<file path="src/rtl/eav_pkg.sv">
package eav_pkg;

  localparam int unsigned CharWidth  = 8;
  localparam int unsigned CountWidth = 8;
  localparam int unsigned PartWidth  = 7;

  // part limits
  localparam logic [PartWidth-1:0] LocalMax = 7'd64;
  localparam logic [PartWidth-1:0] LabelMax = 7'd63;
  localparam logic [PartWidth-1:0] TldMin   = 7'd2;

  localparam logic [CountWidth-1:0] CountSat = 8'hFF;
  localparam logic [CountWidth-1:0] MaxLenRst = 8'd255;

  // byte codes
  localparam logic [CharWidth-1:0] ChSpace  = 8'h20;
  localparam logic [CharWidth-1:0] ChDel    = 8'h7F;
  localparam logic [CharWidth-1:0] ChAt     = 8'h40;
  localparam logic [CharWidth-1:0] ChDot    = 8'h2E;
  localparam logic [CharWidth-1:0] ChHyphen = 8'h2D;
  localparam logic [CharWidth-1:0] CaseBit  = 8'h20;

  typedef struct packed {
    logic is_ctrl;
    logic is_at;
    logic is_dot;
    logic is_hyphen;
    logic is_upper;
    logic local_ok;
    logic domain_ok;
  } char_class_t;

endpackage

</file>
<file path="src/rtl/eav_char_class.sv">
module eav_char_class (
  input  logic [eav_pkg::CharWidth-1:0] char_i,
  output eav_pkg::char_class_t          class_o
);

  logic upper, lower, digit, alnum, special;

  assign upper = (char_i >= 8'h41) && (char_i <= 8'h5A);
  assign lower = (char_i >= 8'h61) && (char_i <= 8'h7A);
  assign digit = (char_i >= 8'h30) && (char_i <= 8'h39);
  assign alnum = upper || lower || digit;

  // ! # $ % & ' * + / = ? ^ _ ` { | } ~ .
  always_comb begin
    case (char_i)
      8'h21, 8'h23, 8'h24, 8'h25, 8'h26, 8'h27, 8'h2A, 8'h2B, 8'h2F,
      8'h3D, 8'h3F, 8'h5E, 8'h5F, 8'h60, 8'h7B, 8'h7C, 8'h7D, 8'h7E,
      8'h2E: special = 1'b1;
      default: special = 1'b0;
    endcase
  end

  assign class_o.is_ctrl   = (char_i <= eav_pkg::ChSpace) || (char_i == eav_pkg::ChDel);
  assign class_o.is_at     = (char_i == eav_pkg::ChAt);
  assign class_o.is_dot    = (char_i == eav_pkg::ChDot);
  assign class_o.is_hyphen = (char_i == eav_pkg::ChHyphen);
  assign class_o.is_upper  = upper;
  assign class_o.local_ok  = alnum || special;
  assign class_o.domain_ok = alnum || class_o.is_hyphen || class_o.is_dot;

endmodule

</file>
<file path="src/rtl/email_address_validator.sv">
// pipeline: an accepted input beat passes the input register, then the result register,
//   to its result beat; throughput: one beat per cycle while the result side is not
//   stalled; the per-byte state update is a handful of flags and three small counters
// reset: asynchronous, active low; clears all parse state and both pipeline stages,
//   max_len returns to 255; parse state clears again after every last beat
module email_address_validator (
  input  logic        clk_i,
  input  logic        rst_ni,
  // configuration: max_len
  input  logic        cfg_valid_i,
  output logic        cfg_ready_o,
  input  logic [7:0]  cfg_data_i,
  // input stream
  input  logic        s_axis_tvalid,
  output logic        s_axis_tready,
  input  logic [7:0]  s_axis_tdata,   // [7:0] char_in
  input  logic        s_axis_tlast,   // is_last
  // result stream
  output logic        m_axis_tvalid,
  input  logic        m_axis_tready,
  output logic [15:0] m_axis_tdata,   // [7:0] char_out, [15:8] length
  output logic        m_axis_tlast,   // done_res
  output logic        m_axis_tuser    // valid_res
);

  // config register, to be written only while idle; the block itself does not enforce this
  logic [eav_pkg::CountWidth-1:0] max_len_q;

  // input register stage
  logic                          in_valid_q;
  logic [eav_pkg::CharWidth-1:0] in_char_q;
  logic                          in_last_q;

  // parse state
  logic [eav_pkg::CountWidth-1:0] byte_count_q, byte_count_d;
  logic                           in_domain_q, in_domain_d;
  logic [eav_pkg::PartWidth-1:0]  local_count_q, local_count_d;
  logic [eav_pkg::PartWidth-1:0]  label_count_q, label_count_d;
  logic                           prev_dot_q, prev_dot_d;
  logic                           prev_hyphen_q, prev_hyphen_d;
  logic                           seen_dot_q, seen_dot_d;
  logic                           failed_q, failed_d;

  // result register stage
  logic                           out_valid_q;
  logic [eav_pkg::CharWidth-1:0]  out_char_q, out_char_d;
  logic [eav_pkg::CountWidth-1:0] out_len_q, out_len_d;
  logic                           out_done_q;
  logic                           out_ok_q, out_ok_d;

  eav_pkg::char_class_t cls;

  logic advance;   // input stage moves into the result stage
  logic in_take;
  logic ok;

  assign cfg_ready_o = 1'b1;

  // result stage frees when empty or its beat is taken
  assign advance       = !out_valid_q || m_axis_tready;
  assign s_axis_tready = !in_valid_q || advance;
  assign in_take       = s_axis_tvalid && s_axis_tready;

  eav_char_class u_class (
    .char_i  (in_char_q),
    .class_o (cls)
  );

  // one byte of parsing
  always_comb begin
    byte_count_d  = (byte_count_q != eav_pkg::CountSat) ?
                    byte_count_q + eav_pkg::CountWidth'(1) : byte_count_q;
    in_domain_d   = in_domain_q;
    local_count_d = local_count_q;
    label_count_d = label_count_q;
    prev_dot_d    = prev_dot_q;
    prev_hyphen_d = prev_hyphen_q;
    seen_dot_d    = seen_dot_q;
    failed_d      = failed_q || cls.is_ctrl;
    out_char_d    = in_char_q;

    if (!in_domain_q) begin
      if (cls.is_at) begin
        // local part must be non-empty and not end in a dot
        if ((local_count_q == '0) || prev_dot_q) failed_d = 1'b1;
        in_domain_d   = 1'b1;
        prev_dot_d    = 1'b0;
        prev_hyphen_d = 1'b0;
      end else begin
        if (!cls.local_ok) failed_d = 1'b1;
        // no leading or doubled dot
        if (cls.is_dot && ((local_count_q == '0) || prev_dot_q)) failed_d = 1'b1;
        prev_dot_d = cls.is_dot;
        if (local_count_q >= eav_pkg::LocalMax) begin
          failed_d = 1'b1;
        end else begin
          local_count_d = local_count_q + eav_pkg::PartWidth'(1);
        end
      end
    end else begin
      if (cls.is_upper) out_char_d = in_char_q + eav_pkg::CaseBit;
      if (!cls.domain_ok) failed_d = 1'b1;
      if (cls.is_dot) begin
        // label closes: must be non-empty and not end in a hyphen
        seen_dot_d = 1'b1;
        if ((label_count_q == '0) || prev_hyphen_q) failed_d = 1'b1;
        label_count_d = '0;
        prev_hyphen_d = 1'b0;
      end else begin
        if ((label_count_q == '0) && cls.is_hyphen) failed_d = 1'b1;
        if (label_count_q >= eav_pkg::LabelMax) begin
          failed_d = 1'b1;
        end else begin
          label_count_d = label_count_q + eav_pkg::PartWidth'(1);
        end
        prev_hyphen_d = cls.is_hyphen;
      end
    end

    // final verdict on the updated state
    ok = !failed_d && in_domain_d && seen_dot_d && !prev_hyphen_d &&
         (label_count_d >= eav_pkg::TldMin) && (byte_count_d < max_len_q);

    out_ok_d  = in_last_q && ok;
    out_len_d = in_last_q ? byte_count_d : '0;
  end

  always_ff @(posedge clk_i or negedge rst_ni) begin
    if (!rst_ni) begin
      max_len_q     <= eav_pkg::MaxLenRst;
      in_valid_q    <= 1'b0;
      out_valid_q   <= 1'b0;
      out_done_q    <= 1'b0;
      byte_count_q  <= '0;
      in_domain_q   <= 1'b0;
      local_count_q <= '0;
      label_count_q <= '0;
      prev_dot_q    <= 1'b0;
      prev_hyphen_q <= 1'b0;
      seen_dot_q    <= 1'b0;
      failed_q      <= 1'b0;
    end else begin
      if (cfg_valid_i) max_len_q <= cfg_data_i;

      if (s_axis_tready) in_valid_q <= s_axis_tvalid;

      if (advance) begin
        out_valid_q <= in_valid_q;
        if (in_valid_q) out_done_q <= in_last_q;
      end

      if (advance && in_valid_q) begin
        if (in_last_q) begin
          // address finished, start over
          byte_count_q  <= '0;
          in_domain_q   <= 1'b0;
          local_count_q <= '0;
          label_count_q <= '0;
          prev_dot_q    <= 1'b0;
          prev_hyphen_q <= 1'b0;
          seen_dot_q    <= 1'b0;
          failed_q      <= 1'b0;
        end else begin
          byte_count_q  <= byte_count_d;
          in_domain_q   <= in_domain_d;
          local_count_q <= local_count_d;
          label_count_q <= label_count_d;
          prev_dot_q    <= prev_dot_d;
          prev_hyphen_q <= prev_hyphen_d;
          seen_dot_q    <= seen_dot_d;
          failed_q      <= failed_d;
        end
      end
    end
  end

  // payload registers
  always_ff @(posedge clk_i) begin
    if (in_take) begin
      in_char_q <= s_axis_tdata;
      in_last_q <= s_axis_tlast;
    end
    if (advance && in_valid_q) begin
      out_char_q <= out_char_d;
      out_len_q  <= out_len_d;
      out_ok_q   <= out_ok_d;
    end
  end

  assign m_axis_tvalid = out_valid_q;
  assign m_axis_tdata  = {out_len_q, out_char_q};
  assign m_axis_tlast  = out_done_q;
  assign m_axis_tuser  = out_ok_q;

endmodule

</file>
<file path="config.mk">
export PLATFORM = sky130hd
export DESIGN_NAME = email_address_validator
export DESIGN_NICKNAME = d
export VERILOG_FILES = /design/src/rtl/eav_pkg.sv /design/src/rtl/eav_char_class.sv /design/src/rtl/email_address_validator.sv
export SDC_FILE = /design/constraint.sdc
export NUM_CORES = 1
export LEC_CHECK = 0
export CAP_MARGIN = 20
export CORE_MARGIN = 2
export CORE_UTILIZATION = 25
export CTS_CLUSTER_SIZE = 40
export DETAILED_ROUTE_END_ITERATION = 8
export DONT_BUFFER_PORTS = 1
export PLACE_DENSITY = 0.41
export SLEW_MARGIN = 20
export SYNTH_ARGS = -nofsm -noshare
export SYNTH_HDL_FRONTEND = slang
export SYNTH_SLANG_ARGS = --single-unit
</file>
<file path="constraint.sdc">
create_clock -name clk_i -period 4.6 [get_ports clk_i]
set_input_delay 0.69 -clock clk_i [delete_from_list [all_inputs] [get_ports clk_i]]
set_output_delay 0.69 -clock clk_i [all_outputs]
set_load 0.05 [all_outputs]
</file>
==> impl_metrics.yaml, run 1 <==
status:
  status: "finished, final reports clean"
critical_path:
  cp_slowest_stage_delay_ns: 0.44
  crit_chain: "and3_1 -> and3_1 -> nand3_1 -> nand4_1 -> xor2_1 -> inv_1 -> ha_1 -> a21oi_1 -> o22ai_1 -> nor3_1 -> o2111ai_1 -> a2111oi_2"
  cpMostUsedCell: "and3_1"
  r2r_slack_ns: 1.70
  cp_top_family: "simple AND/OR/NAND/NOR gates"
  r2r-start: "byte_count_q[3]"
  critPathBufInv: 1
  rr_worst_depth: 12
  r2r_end: "m_axis_tuser"
  required_ns: 4.74
  cp.arrival_ns: 3.03
  cp-end-kind: "flip-flop"
  cp_slowest_cell: "dfrtp_1"
  critPathKind: "flip-flop to flip-flop"
  path_max_fanout: 7
  cp-start-kind: "flip-flop"
floorplanning:
  core-area_um2: 13350
  initial_core_util: 0.2588
  die_h_um: 121.6
  die_w_um: 121.6
  dieArea_um2: 14770
  ioPinCount: 43
  row_count: 42
clock_network:
  clk_path_buf_depth: 2
  cts.clk_slew.worst_paths_ns: 0.05
  cts-buffers-inserted: 9
  cts-htree-levels: 3
  ctsResizeCount: 0
  ctsHoldBuffers: 0
  cts_setup_buffers: 0
  cts.sinks: 64
  clkLatencyLatePin_ns: 0.32
  cts_tree: "yes"
  cts-root-buf: "clkbuf_16"
layout:
  fin_nets: 389
  finish.instance_area_um2: 3869
  nFillCells: 1443
  seqCellArea_um2: 1742
  antenna_cells: 0
  layout-drive-gt1-share: 0.08123
  syn_to_final_growth_pct: 11.99
  multi_input_area_um2: 1538
  final_util: 0.2898
synthesis:
  syn-num-nets: 391
  synthArstFlopShare: 0.5938
  ys_seq_area_frac: 0.5042
  synth-edff-count: 26
  syn_area_per_cell_um2: 9.759
  ys_types: 58
  ys_ff_latch: 64
  ys_warn_count: 0
  netlist_instances: 354
  yosys_most_used_dff: "dfrtp_1"
  syn_area_um2: 3455
timing:
  period_share: 0.6298
  rsz0062_at_grt: "no"
  fin_hold_ws_ns: 0.05878
  hold_viol: 0
  relSlewSlack: 0.6052
  skew_ns: 0.002793
  period_needed_ns: 2.897
  drv_slew: 0
  fmax_mhz: 345.2
  setup_slack_ns: 1.703
  final.setup.tns_ns: 0
  worst_pin_slew_ns: 0.5904
  setup_viol: 0
detailed_routing:
  drc_errors: 0
  first_iter_violations: 201
  dr.pass1.iters: 4
  viasPerCell: 4.769
  wl_mm: 8.054
  wire_per_inst_um: 15.11
  vias: 2542
  ant_nets: 0
global_routing:
  groute.usage.overall: 0.1168
  grt_max_degree: 39
  grt_pass1_wl_mm: 13.37
  antenna_found_initial: 0
  overflow: 0
  first_global_vias: 2517
power_and_ir_drop:
  p_leak_nw: 1.554
  ir_worst_vdd_uv: 120.8
  power_density_nw_per_um2: 392.8
placement:
  dp_hpwl_mm: 5.801
  gp_congestion: 0.7843
  numPortBuffers: 0
  postPlaceCellArea_um2: 3616
  dp_slack_ns: 1.686
run:
  drv_cap: 0
hold_path:
  holdCritPathClass: "input pin to async pin"
[final cells by class]
cell class / instances / area share
clock buffer: 15 / 0.06404
clock inverter: 1 / 0.001294
inverter: 27 / 0.02620
multi-input combinational: 248 / 0.3975
sequential: 64 / 0.4502
tap: 176 / 0.05692
timing repair buffer: 2 / 0.003881
[cells in the mapped netlist, drive strengths merged (3+ instances only)]
cell type  count  share of area
a21oi         20          0.030
a31oi          9          0.016
and2           6          0.011
and3           6          0.011
buf            5          0.011
clkbuf        10          0.011
dfrtp         30           0.22
dfstp          8          0.061
edfxtp        26           0.23
ha            15          0.054
inv           26          0.028
mux2i          4          0.012
nand2         29          0.032
nand2b         5         0.0091
nand3         20          0.029
nand4         10          0.018
nor2          33          0.038
nor2b          6          0.011
nor3           6         0.0087
nor4           3         0.0072
o21a           3         0.0065
o21ai         30          0.043
o22ai          3         0.0072
o31ai          3         0.0065
xor2           7          0.018
[per-layer routing]
layer,vias to the layer above,global-route usage,wire [um]
met2,41,0.1682,3553
met1,1225,0.1656,4049
li1,1268,-,-
met3,8,0.03137,340
met4,0,0.04813,110
met5,-,0,0
[cells by family (layout without fill, tap and decap cells)]
group	count (synthesis)	in the layout	share of synthesized area
fa+ha+maj	15	15	0.05433
xor+xnor	9	9	0.02282
mux	5	5	0.01485
buf+inv	42	45	0.05070
flops	64	64	0.5042
other cells	1	1	0.001086
compound gates	83	83	0.1510
simple gates	135	135	0.2010
[stage by stage]
step	power [mW]	cells
after floorplan	0.8842	354
after global placement	0.9374	517
after detailed placement	0.9373	517
after CTS	1.542	533
after global routing	1.597	533
final	1.520	533
[layout by cell type, fill, tap and decap left out, drive strengths merged, types with 7 or more instances in the layout]
master and count:
a21oi 20, a31oi 9, clkbuf 15, dfrtp 30, dfstp 8, edfxtp 26, ha 15, inv 26
nand2 29, nand3 20, nand4 10, nor2 33, o21ai 30, xor2 7
[sequential cells by signal (all words and copies together), names as in the netlist]
name / cells
out_char_q: 8
m_axis_tvalid: 1
label_count_q: 7
in_valid_q: 1
local_count_q: 7
max_len_q: 8
prev_hyphen_q: 1
out_len_q: 8
m_axis_tlast: 1
failed_q: 1
in_char_q: 8
prev_dot_q: 1
in_domain_q: 1
seen_dot_q: 1
byte_count_q: 8
m_axis_tuser: 1
in_last_q: 1
[report_power, final]
part	internal, mW	switching, mW
registers	0.654	0.103
logic	0.0639	0.104
clock network	0.365	0.230
total	1.08	0.437
[worst max-delay path by stage]
stage          depth (start not counted)  slack [ns]            start            to
5_1_grt                               12        1.35  byte_count_q[3]  m_axis_tuser
3_3_place_gp                          12        1.78  byte_count_q[3]  m_axis_tuser
3_5_place_dp                          12        1.69  byte_count_q[3]  m_axis_tuser
6_report                              12        1.70  byte_count_q[3]  m_axis_tuser
2_1_floorplan                         12        1.98  byte_count_q[3]  m_axis_tuser
4_1_cts                               12        1.68  byte_count_q[3]  m_axis_tuser
[worst reg2reg max path, cell delays in order, from the launching register on]
cell and delay (ns):
dfrtp_1 0.44, and3_1 0.23, and3_1 0.21, nand3_1 0.23, nand4_1 0.19, xor2_1 0.25
inv_1 0.09, ha_1 0.29, a21oi_1 0.13, o22ai_1 0.08, nor3_1 0.14, o2111ai_1 0.15
a2111oi_2 0.30
Power figures use the tool's default switching activity.
==> run 2: changes to the inputs <==
Clock period 4.6 ns to 2.7 ns, I/O delays scaled along.
==> run 2 against run 1 <==
Sequential share of layout area fell by 2.2 points. Worst setup slack got worse by 1.6 ns. Clock power rose by 73%. Sequential power rose by 69%. First-iteration DRC count fell by 22%. Core utilization rose by 1.5 points. Critical path type unchanged. Critical endpoint unchanged. Largest cell class unchanged. Largest power group unchanged.
==> impl_metrics.yaml, run 2 (same netlist as run 1, synthesis figures left out) <==
floorplanning:
  ioPinCount: 43
  core-area_um2: 13350
  die_h_um: 121.6
  die_w_um: 121.6
  dieArea_um2: 14770
  row_count: 42
  initial_core_util: 0.2588
detailed_routing:
  ant_nets: 0
  dr.pass1.iters: 5
  wire_per_inst_um: 15.59
  viasPerCell: 4.781
  first_iter_violations: 157
  drc_errors: 0
  wl_mm: 8.541
  vias: 2620
placement:
  numPortBuffers: 0
  gp_congestion: 0.8119
  postPlaceCellArea_um2: 3706
  dp_hpwl_mm: 6.053
layout:
  layout-drive-gt1-share: 0.1505
  layout_common_cells: "32 x nor2_1, 30 x dfrtp_1, 29 x nand2_1, 27 x o21ai_0"
  syn_to_final_growth_pct: 17.82
  multi_input_area_um2: 1605
  finish.instance_area_um2: 4070
  nFillCells: 1425
  fin_nets: 404
  final_util: 0.3049
  antenna_cells: 0
  layout_commonest_cell: "nor2_1"
  seqCellArea_um2: 1742
power_and_ir_drop:
  power_density_nw_per_um2: 656.1
  power_frac_seq: 0.479
  combPwrFrac: 0.136
  clkPwrFrac: 0.385
  ir_worst_vdd_uv: 217.8
  internal_power_mw: 1.873
  p_leak_nw: 1.623
  switchingPower_uw: 797.1
  switching_share: 0.2985
timing:
  period_share: 0.9451
  skew_ns: 0.009358
  fmax_mhz: 391.9
  period_needed_ns: 2.552
  rsz0062_at_grt: "yes"
  hold_viol: 0
  worst_pin_slew_ns: 0.5228
  drv_slew: 0
  setup_viol: 0
  relSlewSlack: 0.6502
clock_network:
  cts-root-buf: "clkbuf_16"
  cts-htree-levels: 3
  cts.sinks: 64
  clk_path_buf_depth: 2
  cts-buffers-inserted: 9
  cts.clk_slew.worst_paths_ns: 0.06
  clkLatencyLatePin_ns: 0.33
  cts_tree: "yes"
status:
  status: "finished, final reports clean"
critical_path:
  cp_slowest_cell: "dfrtp_1"
  rr_worst_depth: 12
  crit_chain: "and3_4 -> and3_4 -> a21oi_4 -> nand3_1 -> xor2_1 -> inv_1 -> ha_1 -> nand3_1 -> o22ai_1 -> nor3_1 -> o2111ai_1 -> a2111oi_2"
  cp.arrival_ns: 2.69
  cp-end-kind: "flip-flop"
  critPathKind: "flip-flop to flip-flop"
  path_max_fanout: 3
  cp-start-kind: "flip-flop"
  cp_slowest_stage_delay_ns: 0.40
  required_ns: 2.83
hold_path:
  holdCritPathClass: "input pin to flip-flop"
  hold_depth: 1
global_routing:
  grt_pass1_wl_mm: 14.26
  groute.usage.overall: 0.1258
  first_global_vias: 2638
  grt_max_degree: 39
  overflow: 0
  antenna_found_initial: 0
run:
  drv_cap: 0
[run 2: changes by cell type in the layout (fill, tap and decap cells not counted), sizes merged]
cell and delta:
buf +14, dlygate4sd3 +1, clkinvlp +1, clkinv +2
clkbuf -3
[run 2: repair_timing]
action | CTS | global route
hold endpoints to repair | 38 | 0
setup endpoints to repair | 1 | 1
hold buffers | 2 | 0
resized for setup | 5 | 7
pin swaps | 4 | 7
buffers inserted | 1 | 0
[run 2: stage by stage]
stage | setup WS (ns) | hold WS (ns) | std cells | setup TNS [ns] | power [mW]
6_report | 0.1482 | 0.1312 | 548 | 0 | 2.671
5_1_grt | -0.08353 | 0.1219 | 548 | -0.08353 | 2.824
4_1_cts | 0.01522 | 0.1175 | 548 | 0 | 2.706
3_5_place_dp | 0.01919 | 0.1120 | 529 | 0 | 1.628
3_3_place_gp | 0.1339 | 0.1111 | 529 | 0 | 1.628
2_1_floorplan | 0.08491 | 0.1094 | 354 | 0 | 1.506
[run 2: worst paths after layout]
path                                  from            end  slack [ns]
min in group asynchronous           rst_ni  prev_hyphen_q        0.55
min                            cfg_valid_i   max_len_q[1]        0.13
max reg2reg                byte_count_q[5]   m_axis_tuser        0.15
max                        byte_count_q[5]   m_axis_tuser        0.15
max in group asynchronous           rst_ni   max_len_q[0]        1.90
min reg2reg                     seen_dot_q     seen_dot_q        0.49
[run 2: metal layers]
layer  wire [um]  GRT usage
met5           0          0
met4         129    0.04526
met3         319    0.03511
met2        3902     0.1833
met1        4190     0.1783
[run 2: layout make-up]
class	instances	area share
Clock buffer	12	0.05810
Clock inverter	4	0.005533
Inverter	27	0.02490
Multi-Input combinational cell	248	0.3944
Sequential cell	64	0.4279
Tap cell	176	0.05410
Timing Repair Buffer	17	0.03504
[run 2: power groups by stage]
stage / clock (mW) / combinational, mW / sequential [mW]
2_1_floorplan: 0 / 0.238 / 1.27
3_3_place_gp: 0 / 0.336 / 1.29
3_5_place_dp: 0 / 0.338 / 1.29
4_1_cts: 1.07 / 0.362 / 1.27
5_1_grt: 1.12 / 0.417 / 1.29
6_report: 1.03 / 0.363 / 1.28
[run 2: worst max-delay path, delay by kind of cell, from the launching register on]
family,cells,cell delay (ns)
flops,1,0.40
simple gates,5,0.72
buf+inv,1,0.07
fa+ha+maj,1,0.27
xor+xnor,1,0.21
compound gates,4,0.68
